### config.mk
export PLATFORM = sky130hd
export DESIGN_NAME = cyclic_keyframe_color_lerp
export DESIGN_NICKNAME = d
export VERILOG_FILES = /design/src/rtl/ckcl_pkg.sv /design/src/rtl/ckcl_div.sv /design/src/rtl/cyclic_keyframe_color_lerp.sv
export SDC_FILE = /design/constraint.sdc
export NUM_CORES = 2
export LEC_CHECK = 0
export BUFFER_PORTS_ARGS = -buffer_cell sky130_fd_sc_hd__buf_2
export CAP_MARGIN = 20
export CORE_MARGIN = 4
export CORE_UTILIZATION = 40
export DETAILED_ROUTE_END_ITERATION = 8
export PLACE_DENSITY_LB_ADDON = 0.25
export SLEW_MARGIN = 20
export SYNTH_ARGS = -nofsm -noshare
export SYNTH_HDL_FRONTEND = slang
export SYNTH_SLANG_ARGS = --single-unit
### constraint.sdc
create_clock -name aclk -period 9.89 [get_ports aclk]
set_clock_uncertainty 0.2 [all_clocks]
set_input_delay 0.4945 -clock aclk [delete_from_list [all_inputs] [get_ports aclk]]
set_output_delay 0.4945 -clock aclk [all_outputs]
set_load 0.05 [all_outputs]
### src/rtl/ckcl_pkg.sv
`timescale 1ns / 1ps
`default_nettype none

package ckcl_pkg;

    // key table
    localparam int MAX_KEYS = 16;
    localparam int KEY_AW   = 4;
    localparam int CNT_W    = 5;
    localparam int TIME_W   = 13;
    localparam int COL_W    = 24;
    localparam int LVL_W    = 16;

    // one day in 1/256 hour units
    localparam int DAY_UNITS = 6144;

    // signed span / elapsed, magnitudes below 2^14
    localparam int SPAN_W = 15;
    localparam int DIV_W  = 14;

    // ratio is Q0.16 with room for exactly 1.0
    localparam int QUO_W    = 16;
    localparam int RATIO_W  = 17;
    localparam int DIV_BITS = 2;
    localparam int DIV_STEPS = QUO_W / DIV_BITS;
    localparam int DSTEP_W  = $clog2(DIV_STEPS);

    localparam logic CMD_LOAD  = 1'b0;
    localparam logic CMD_QUERY = 1'b1;

    typedef logic [TIME_W-1:0] key_time_t;
    typedef logic [COL_W-1:0]  key_col_t;
    typedef logic [LVL_W-1:0]  key_lvl_t;
    typedef logic signed [SPAN_W-1:0] span_t;

    // divider request from the sequencer
    typedef struct packed {
        logic             start;
        logic [DIV_W-1:0] dividend;
        logic [DIV_W-1:0] divisor;
    } div_req_t;

    // divider status back to the sequencer
    typedef struct packed {
        logic             busy;
        logic             done;
        logic [QUO_W-1:0] quotient;
    } div_rsp_t;

endpackage

`default_nettype wire

### src/rtl/ckcl_div.sv
`timescale 1ns / 1ps
`default_nettype none

// restoring divider, dividend below divisor, two quotient bits a cycle
module ckcl_div (
    input  wire                 aclk,
    input  wire                 aresetn,
    input  ckcl_pkg::div_req_t  req,
    output ckcl_pkg::div_rsp_t  rsp
);
    import ckcl_pkg::*;

    logic [DIV_W-1:0]   rem_reg;
    logic [DIV_W-1:0]   dsr_reg;
    logic [QUO_W-1:0]   quo_reg;
    logic [DSTEP_W-1:0] cnt_reg;
    logic               busy_reg;
    logic               done_reg;

    logic [DIV_W-1:0]   rem_next;
    logic [QUO_W-1:0]   quo_next;
    logic [DIV_W:0]     shifted;

    always_comb begin
        rem_next = rem_reg;
        quo_next = quo_reg;
        shifted  = '0;
        for (int k = 0; k < DIV_BITS; k++) begin
            shifted = {rem_next, 1'b0};
            if (shifted >= {1'b0, dsr_reg}) begin
                rem_next = DIV_W'(shifted - {1'b0, dsr_reg});
                quo_next = {quo_next[QUO_W-2:0], 1'b1};
            end else begin
                rem_next = shifted[DIV_W-1:0];
                quo_next = {quo_next[QUO_W-2:0], 1'b0};
            end
        end
    end

    always_ff @(posedge aclk) begin
        if (!aresetn) begin
            busy_reg <= 1'b0;
            done_reg <= 1'b0;
            cnt_reg  <= '0;
        end else begin
            done_reg <= 1'b0;
            if (req.start) begin
                busy_reg <= 1'b1;
                cnt_reg  <= '0;
            end else if (busy_reg) begin
                cnt_reg <= cnt_reg + 1'b1;
                if (cnt_reg == DSTEP_W'(DIV_STEPS - 1)) begin
                    busy_reg <= 1'b0;
                    done_reg <= 1'b1;
                end
            end
        end
    end

    always_ff @(posedge aclk) begin
        if (req.start) begin
            rem_reg <= req.dividend;
            dsr_reg <= req.divisor;
            quo_reg <= '0;
        end else if (busy_reg) begin
            rem_reg <= rem_next;
            quo_reg <= quo_next;
        end
    end

    assign rsp.busy     = busy_reg;
    assign rsp.done     = done_reg;
    assign rsp.quotient = quo_reg;

endmodule

`default_nettype wire

### src/rtl/cyclic_keyframe_color_lerp.sv
`timescale 1ns / 1ps
`default_nettype none

// Day-cycle light blender over a table of up to 16 keyframes.
// Input channel (s_valid / s_ready): s_cmd load writes key s_key_index from
// the key fields in the cycle it is taken and yields no result; s_cmd query
// gives s_query_time and yields one result on the m_ channel.
// key_count is written through cfg_wr_en / cfg_wr_data; the user must write it
// only while the block idles, since the block itself has no guard for it;
// 0 acts as one key and values above 16 as 16. A query walks the key times one
// per cycle through the table read port until the segment is found, reads the
// two end keys, divides elapsed time by span in a radix-4 divider (skipped when
// the ratio is 0 or 1.0) and blends the four channels through one shared
// multiplier. s_ready stays low from a query transfer until the query leaves
// its last step.
// The result waits in an output register until m_ready; while it waits the
// block takes the next item, and a further query holds in its last step.
// Reset (aresetn low, synchronous) clears control and sets key_count to 1;
// the key table is not cleared and must be loaded before use.
module cyclic_keyframe_color_lerp (
    input  wire                         aclk,
    input  wire                         aresetn,
    input  wire                         cfg_wr_en,
    input  wire [ckcl_pkg::CNT_W-1:0]   cfg_wr_data,
    input  wire                         s_valid,
    output logic                        s_ready,
    input  wire                         s_cmd,
    input  wire [ckcl_pkg::KEY_AW-1:0]  s_key_index,
    input  wire [ckcl_pkg::TIME_W-1:0]  s_key_time,
    input  wire [7:0]                   s_key_red,
    input  wire [7:0]                   s_key_green,
    input  wire [7:0]                   s_key_blue,
    input  wire [ckcl_pkg::LVL_W-1:0]   s_key_intensity,
    input  wire [ckcl_pkg::TIME_W-1:0]  s_query_time,
    output logic                        m_valid,
    input  wire                         m_ready,
    output logic [7:0]                  m_out_red,
    output logic [7:0]                  m_out_green,
    output logic [7:0]                  m_out_blue,
    output logic [ckcl_pkg::LVL_W-1:0]  m_out_intensity,
    output logic [ckcl_pkg::KEY_AW-1:0] m_segment_start
);
    import ckcl_pkg::*;

    localparam logic [2:0] S_IDLE  = 3'd0;
    localparam logic [2:0] S_SCAN  = 3'd1;
    localparam logic [2:0] S_RDA   = 3'd2;
    localparam logic [2:0] S_RDB   = 3'd3;
    localparam logic [2:0] S_PREP  = 3'd4;
    localparam logic [2:0] S_DIV   = 3'd5;
    localparam logic [2:0] S_BLEND = 3'd6;
    localparam logic [2:0] S_DONE  = 3'd7;

    localparam logic [RATIO_W-1:0] RATIO_ONE = RATIO_W'(1 << QUO_W);
    localparam span_t DAY_S = SPAN_W'(DAY_UNITS);

    // key table
    key_time_t time_mem [MAX_KEYS];
    key_col_t  col_mem  [MAX_KEYS];
    key_lvl_t  lvl_mem  [MAX_KEYS];

    logic [KEY_AW-1:0] rd_addr;
    key_time_t rd_time_reg;
    key_col_t  rd_col_reg;
    key_lvl_t  rd_lvl_reg;

    logic [2:0]         state_reg;
    logic [CNT_W-1:0]   key_count_reg;
    logic [KEY_AW-1:0]  last_reg;
    logic [KEY_AW-1:0]  idx_reg;
    logic [KEY_AW-1:0]  start_reg;
    logic [KEY_AW-1:0]  end_reg;
    key_time_t          q_reg;
    key_time_t          prev_reg;
    key_time_t          t0_reg;
    span_t              span_reg;
    span_t              elap_reg;
    key_col_t           a_col_reg;
    key_lvl_t           a_lvl_reg;
    key_col_t           b_col_reg;
    key_lvl_t           b_lvl_reg;
    logic [RATIO_W-1:0] ratio_reg;
    logic [2:0]         bl_cnt_reg;
    logic signed [LVL_W+RATIO_W+1:0] prod_reg;
    logic [7:0]         w_red_reg;
    logic [7:0]         w_green_reg;
    logic [7:0]         w_blue_reg;
    key_lvl_t           w_lvl_reg;
    logic               m_valid_reg;

    logic in_xfer;
    logic found;
    logic m_valid_next;
    logic [KEY_AW-1:0] last_next;
    span_t q_s, cur_s, prev_s, t0_s;
    span_t span_next, elap_next;

    div_req_t div_req;
    div_rsp_t div_rsp;

    // blend datapath
    logic [1:0]  mul_ch, fin_ch;
    key_lvl_t    mul_a, mul_b, fin_a;
    logic signed [LVL_W:0] diff;
    logic signed [LVL_W+RATIO_W+1:0] prod_next;
    logic signed [LVL_W+RATIO_W+1:0] rounded;
    key_lvl_t    blend_res;

    function automatic key_lvl_t chan_sel(key_col_t col, key_lvl_t lvl, logic [1:0] ch);
        key_lvl_t v;
        v = '0;
        case (ch)
            2'd0:    v = LVL_W'(col[23:16]);
            2'd1:    v = LVL_W'(col[15:8]);
            2'd2:    v = LVL_W'(col[7:0]);
            2'd3:    v = lvl;
            default: v = '0;
        endcase
        return v;
    endfunction

    assign in_xfer = s_valid && s_ready;
    assign s_ready = (state_reg == S_IDLE);

    always_comb begin
        if (key_count_reg == '0) begin
            last_next = '0;
        end else if (key_count_reg >= CNT_W'(MAX_KEYS)) begin
            last_next = KEY_AW'(MAX_KEYS - 1);
        end else begin
            last_next = KEY_AW'(key_count_reg - 1'b1);
        end
    end

    always_comb begin
        case (state_reg)
            S_SCAN:  rd_addr = idx_reg + 1'b1;
            S_RDA:   rd_addr = start_reg;
            S_RDB:   rd_addr = end_reg;
            default: rd_addr = '0;
        endcase
    end

    // segment test and span / elapsed for the key now on the read port
    always_comb begin
        q_s    = SPAN_W'({2'b00, q_reg});
        cur_s  = SPAN_W'({2'b00, rd_time_reg});
        prev_s = SPAN_W'({2'b00, prev_reg});
        t0_s   = (idx_reg == '0) ? cur_s : SPAN_W'({2'b00, t0_reg});
        found  = (idx_reg != '0) && (q_reg > prev_reg) && (q_reg <= rd_time_reg);
        if (found) begin
            span_next = cur_s - prev_s;
            elap_next = q_s - prev_s;
        end else begin
            // wrap segment from the last key round midnight to key 0
            span_next = t0_s + DAY_S - cur_s;
            if (q_reg > rd_time_reg) begin
                elap_next = q_s - cur_s;
            end else begin
                elap_next = DAY_S - cur_s + q_s;
            end
        end
    end

    assign div_req.start    = (state_reg == S_PREP) && (span_reg > 0) && (elap_reg > 0)
                              && (elap_reg < span_reg);
    assign div_req.dividend = elap_reg[DIV_W-1:0];
    assign div_req.divisor  = span_reg[DIV_W-1:0];

    ckcl_div u_div (
        .aclk    (aclk),
        .aresetn (aresetn),
        .req     (div_req),
        .rsp     (div_rsp)
    );

    // a + ((b - a) * r + half) >>> 16, one channel multiplied per cycle
    always_comb begin
        mul_ch    = bl_cnt_reg[1:0];
        fin_ch    = 2'(bl_cnt_reg - 1'b1);
        mul_a     = chan_sel(a_col_reg, a_lvl_reg, mul_ch);
        mul_b     = chan_sel(b_col_reg, b_lvl_reg, mul_ch);
        fin_a     = chan_sel(a_col_reg, a_lvl_reg, fin_ch);
        diff      = $signed({1'b0, mul_b}) - $signed({1'b0, mul_a});
        prod_next = diff * $signed({1'b0, ratio_reg});
        rounded   = (prod_reg + (LVL_W+RATIO_W+2)'(1 << (QUO_W - 1))) >>> QUO_W;
        blend_res = LVL_W'(rounded) + fin_a;
    end

    // result valid drops on a transfer and rises when the last step finishes
    always_comb begin
        m_valid_next = m_valid_reg;
        if (m_valid_reg && m_ready) begin
            m_valid_next = 1'b0;
        end
        if (state_reg == S_DONE && (!m_valid_reg || m_ready)) begin
            m_valid_next = 1'b1;
        end
    end

    always_ff @(posedge aclk) begin
        if (in_xfer && s_cmd == CMD_LOAD) begin
            time_mem[s_key_index] <= s_key_time;
            col_mem[s_key_index]  <= {s_key_red, s_key_green, s_key_blue};
            lvl_mem[s_key_index]  <= s_key_intensity;
        end
        rd_time_reg <= time_mem[rd_addr];
        rd_col_reg  <= col_mem[rd_addr];
        rd_lvl_reg  <= lvl_mem[rd_addr];
    end

    always_ff @(posedge aclk) begin
        if (!aresetn) begin
            state_reg     <= S_IDLE;
            key_count_reg <= CNT_W'(1);
            m_valid_reg   <= 1'b0;
            bl_cnt_reg    <= '0;
        end else begin
            if (cfg_wr_en) begin
                key_count_reg <= cfg_wr_data;
            end
            m_valid_reg <= m_valid_next;
            case (state_reg)
                S_IDLE: begin
                    if (in_xfer && s_cmd == CMD_QUERY) begin
                        state_reg <= S_SCAN;
                    end
                end
                S_SCAN: begin
                    if (found || idx_reg == last_reg) begin
                        state_reg <= S_RDA;
                    end
                end
                S_RDA:  state_reg <= S_RDB;
                S_RDB:  state_reg <= S_PREP;
                S_PREP: begin
                    bl_cnt_reg <= '0;
                    state_reg  <= div_req.start ? S_DIV : S_BLEND;
                end
                S_DIV: begin
                    if (div_rsp.done) begin
                        state_reg <= S_BLEND;
                    end
                end
                S_BLEND: begin
                    bl_cnt_reg <= bl_cnt_reg + 1'b1;
                    if (bl_cnt_reg == 3'd4) begin
                        state_reg <= S_DONE;
                    end
                end
                S_DONE: begin
                    if (!m_valid_reg || m_ready) begin
                        state_reg <= S_IDLE;
                    end
                end
                default: state_reg <= S_IDLE;
            endcase
        end
    end

    // datapath registers
    always_ff @(posedge aclk) begin
        case (state_reg)
            S_IDLE: begin
                q_reg    <= s_query_time;
                last_reg <= last_next;
                idx_reg  <= '0;
            end
            S_SCAN: begin
                idx_reg  <= idx_reg + 1'b1;
                prev_reg <= rd_time_reg;
                if (idx_reg == '0) begin
                    t0_reg <= rd_time_reg;
                end
                span_reg <= span_next;
                elap_reg <= elap_next;
                if (found) begin
                    start_reg <= idx_reg - 1'b1;
                    end_reg   <= idx_reg;
                end else begin
                    start_reg <= idx_reg;
                    end_reg   <= '0;
                end
            end
            S_RDB: begin
                a_col_reg <= rd_col_reg;
                a_lvl_reg <= rd_lvl_reg;
            end
            S_PREP: begin
                b_col_reg <= rd_col_reg;
                b_lvl_reg <= rd_lvl_reg;
                if (span_reg <= 0 || elap_reg <= 0) begin
                    ratio_reg <= '0;
                end else if (elap_reg >= span_reg) begin
                    ratio_reg <= RATIO_ONE;
                end else begin
                    ratio_reg <= '0;
                end
            end
            S_DIV: begin
                if (div_rsp.done) begin
                    ratio_reg <= RATIO_W'(div_rsp.quotient);
                end
            end
            S_BLEND: begin
                prod_reg <= prod_next;
                if (bl_cnt_reg != 3'd0) begin
                    case (fin_ch)
                        2'd0:    w_red_reg   <= blend_res[7:0];
                        2'd1:    w_green_reg <= blend_res[7:0];
                        2'd2:    w_blue_reg  <= blend_res[7:0];
                        2'd3:    w_lvl_reg   <= blend_res;
                        default: w_lvl_reg   <= blend_res;
                    endcase
                end
            end
            default: begin
            end
        endcase
    end

    // output register
    always_ff @(posedge aclk) begin
        if (state_reg == S_DONE && (!m_valid_reg || m_ready)) begin
            m_out_red       <= w_red_reg;
            m_out_green     <= w_green_reg;
            m_out_blue      <= w_blue_reg;
            m_out_intensity <= w_lvl_reg;
            m_segment_start <= start_reg;
        end
    end

    assign m_valid = m_valid_reg;

    a_query_blocks: assert property (@(posedge aclk) disable iff (!aresetn)
        (in_xfer && s_cmd == CMD_QUERY) |=> !s_ready)
        else $error("query transfer did not stall the input");

    a_load_single: assert property (@(posedge aclk) disable iff (!aresetn)
        (in_xfer && s_cmd == CMD_LOAD) |=> s_ready)
        else $error("load transfer took more than one cycle");

    a_ratio_range: assert property (@(posedge aclk) disable iff (!aresetn)
        (state_reg == S_BLEND) |-> (ratio_reg <= RATIO_ONE))
        else $error("blend ratio above one");

    a_div_idle: assert property (@(posedge aclk) disable iff (!aresetn)
        div_req.start |-> !div_rsp.busy)
        else $error("divider started while busy");

    a_result_src: assert property (@(posedge aclk) disable iff (!aresetn)
        $rose(m_valid_reg) |-> $past(state_reg == S_DONE))
        else $error("result raised outside the final step");

endmodule

`default_nettype wire
==> qor.txt <==
DRT Pass-1 Iters = 9
CTS root buf = clkbuf_16
CTS tree = done
worst path arrival time = 9.51 ns
number of synthesis warnings = 0
RSZ-0062 raised after global routing = no
routability cong. = 0.837
Reg with most FFs = col_mem
ANT nets after route = 0
Avg Inst Size Synth = 14.6 µm²
layout cell share with drive strength beyond 1 = 14.6%
Max-Cap Viols = 0
Synth Area in Adders = 13.0%
final period utilization = 93.4%
Top Registers = col_mem x384, lvl_mem x256, time_mem x208
Worst-Margin Slew = 1.10 ns
clk sinks = 1245
Clock Path Buffers = 3
Routed WL = 144000 µm
Setup violations, final = 0
fmax = 0.108 GHz
Max Fanout on Critical Path = 9
number of global-route vias before repair = 35859
CP most frequent cell = fa_1
# fillers = 13369
#FFs+latches synth = 1245
routed vias/inst = 5.28
Crit Path Class = reg2reg
Worst-Skew Late Latency = 0.74 ns
most frequent cells in the layout = edfxtp_1 (1159), inv_1 (400), nand2_1 (375)
Cells after Synth = 4218
Starting DRT DRC Count = 2847
drt drc = 0
mux cell area share after synthesis = 9.02%
Synth Area in XOR/XNOR = 2.23%
worst hold path type = in2reg
commonest non-fill, non-tap cell in the layout = edfxtp_1
FP Rows = 143
Worst path slowest cell = fa_1
clk slew on worst S/H paths = 0.06 ns
complex-gate fraction of the synthesized area = 5.23%
starting density of the core = 40.4%
Yosys cell types = 84
cell area after technology mapping = 61700 µm²
max FFs per register = 384
Final Hold Fails = 0
Num CTS Buffers = 120
Area Overhead vs Synth = 13.2%
largest family of logic cells by synthesized area = adder cells
die area = 161000 µm²
Final #Nets = 5044
Critical Path Max Stage Delay = 0.57 ns
DR WL/cell = 21.8 µm
Synth Area in Simple Gates = 7.70%
status = complete, no violations
I/O pin count = 127
Worst setup SP type = register
CP Capture Type = register
# port buffers = 126
htree depth = 3
Synth Flop Type = edfxtp_1
Post-synth EDFFs = 1159
total core area = 153000 µm²
initial antenna violation count = 17
total gr overflow = 0
Slew Limit Headroom = 26.3%
Post-Syn Nets = 4802
worst reg2reg path depth = 33
total vias in the final route = 34876
Final Max Tran Viols = 0
Critical Path RT = 10.16 ns
asr flop ratio synth = 0%
detailed placement HPWL = 89700 µm
largest net degree at the start of global routing = 114
Tot GR Track Use = 17.8%
first-pass GRT wire length = 221000 µm
die width = 401 µm
Setup Fix Bufs, Post-CTS = 0
setup_tns = 0 ns
die height = 401 µm
worst hold path cell count = 2
sequential element share of the synthesized area = 59.2%
minimum clock period = 9.24 ns
## cells in the mapped netlist (20+ instances only)
| master | count | area (µm²) |
|---|---|---|
| a211oi_1 | 73 | 548 |
| a21o_1 | 32 | 240 |
| a21oi_1 | 108 | 541 |
| a222oi_1 | 23 | 230 |
| a31oi_1 | 65 | 407 |
| and2_1 | 191 | 1190 |
| buf_2 | 33 | 165 |
| clkbuf_1 | 107 | 402 |
| dfxtp_1 | 86 | 1720 |
| edfxtp_1 | 1159 | 34800 |
| fa_1 | 231 | 4620 |
| ha_1 | 272 | 3400 |
| inv_1 | 401 | 1510 |
| mux2_2 | 20 | 225 |
| mux2i_1 | 55 | 551 |
| mux4_2 | 212 | 4770 |
| nand2_1 | 375 | 1410 |
| nand2b_1 | 28 | 175 |
| nand3_1 | 44 | 220 |
| nor2_1 | 166 | 623 |
| nor2b_1 | 49 | 307 |
| nor3_1 | 39 | 195 |
| o21ai_0 | 58 | 290 |
| xnor2_1 | 116 | 1020 |
| xor2_1 | 39 | 342 |
## metrics by stage
step / setup slack, ns / util, % / instances / area (µm²) / hold slack [ns]
6_report: 0.654 / 45.8 / 6608 / 69800 / 0.0973
5_1_grt: 0.0157 / 45.7 / 6599 / 69800 / 0.0898
4_1_cts: 0.350 / 45.7 / 6597 / 69700 / 0.0462
3_5_place_dp: 0.386 / 42.6 / 6286 / 65000 / 0.205
3_3_place_gp: 0.587 / 42.6 / 6286 / 65000 / 0.201
2_1_floorplan: 1.08 / - / 4218 / 61700 / 0.200
## worst paths after layout
check / slack [ns] / from / endpoint
max: 0.65 / bl_cnt_reg[0] / prod_reg[26]
min: 0.1 / s_key_index[2] / time_mem[0][7]
max reg2reg: 0.65 / bl_cnt_reg[0] / prod_reg[26]
min reg2reg: 0.21 / w_green_reg[6] / m_out_green[6]
## worst max-delay path, delay by kind of cell (launching register included)
kind	cells	cell delay, ns
AND/OR/NAND/NOR	2	0.27
buffers and inverters	6	0.39
XOR/XNOR	2	0.52
adder cells (fa/ha/maj)	10	4.30
flip-flops	1	0.46
AO/OA/AOI/OAI	13	2.84
## cell families after synthesis
kind of cell             Yosys count
flip-flops                      1245
AND/OR/NAND/NOR                  983
buffers and inverters            565
adder cells (fa/ha/maj)          503
AO/OA/AOI/OAI                    478
multiplexers                     288
XOR/XNOR                         156
## what timing repair did
item / in CTS / in global routing
hold buffers: 82 / 0
setup endpoints to repair: 0 / 6
endpoints found under the hold margin: 874 / 0
gates resized for setup: 0 / 6
## layer usage
metal,routed length [µm],track usage (%)
met2,70900,29.9
met4,2830,4.35
met1,63300,24.6
met5,13,0
met3,6700,2.33
## area by class of cell
class | instances | area, µm² | share of cell area, %
multi-input combinational | 2408 | 23200 | 33.2
clock buffer | 164 | 3270 | 4.68
inverter | 404 | 1520 | 2.17
sequential | 1245 | 36500 | 52.3
timing repair buffer | 281 | 2050 | 2.94
clock inverter | 65 | 698 | 1.00
tap | 2030 | 2540 | 3.64
antenna | 11 | 27.5 | 0.0394
Power is left out: the tool's default activity adds up to more than one toggle a clock period on the data nets, which glitch-free logic cannot reach.
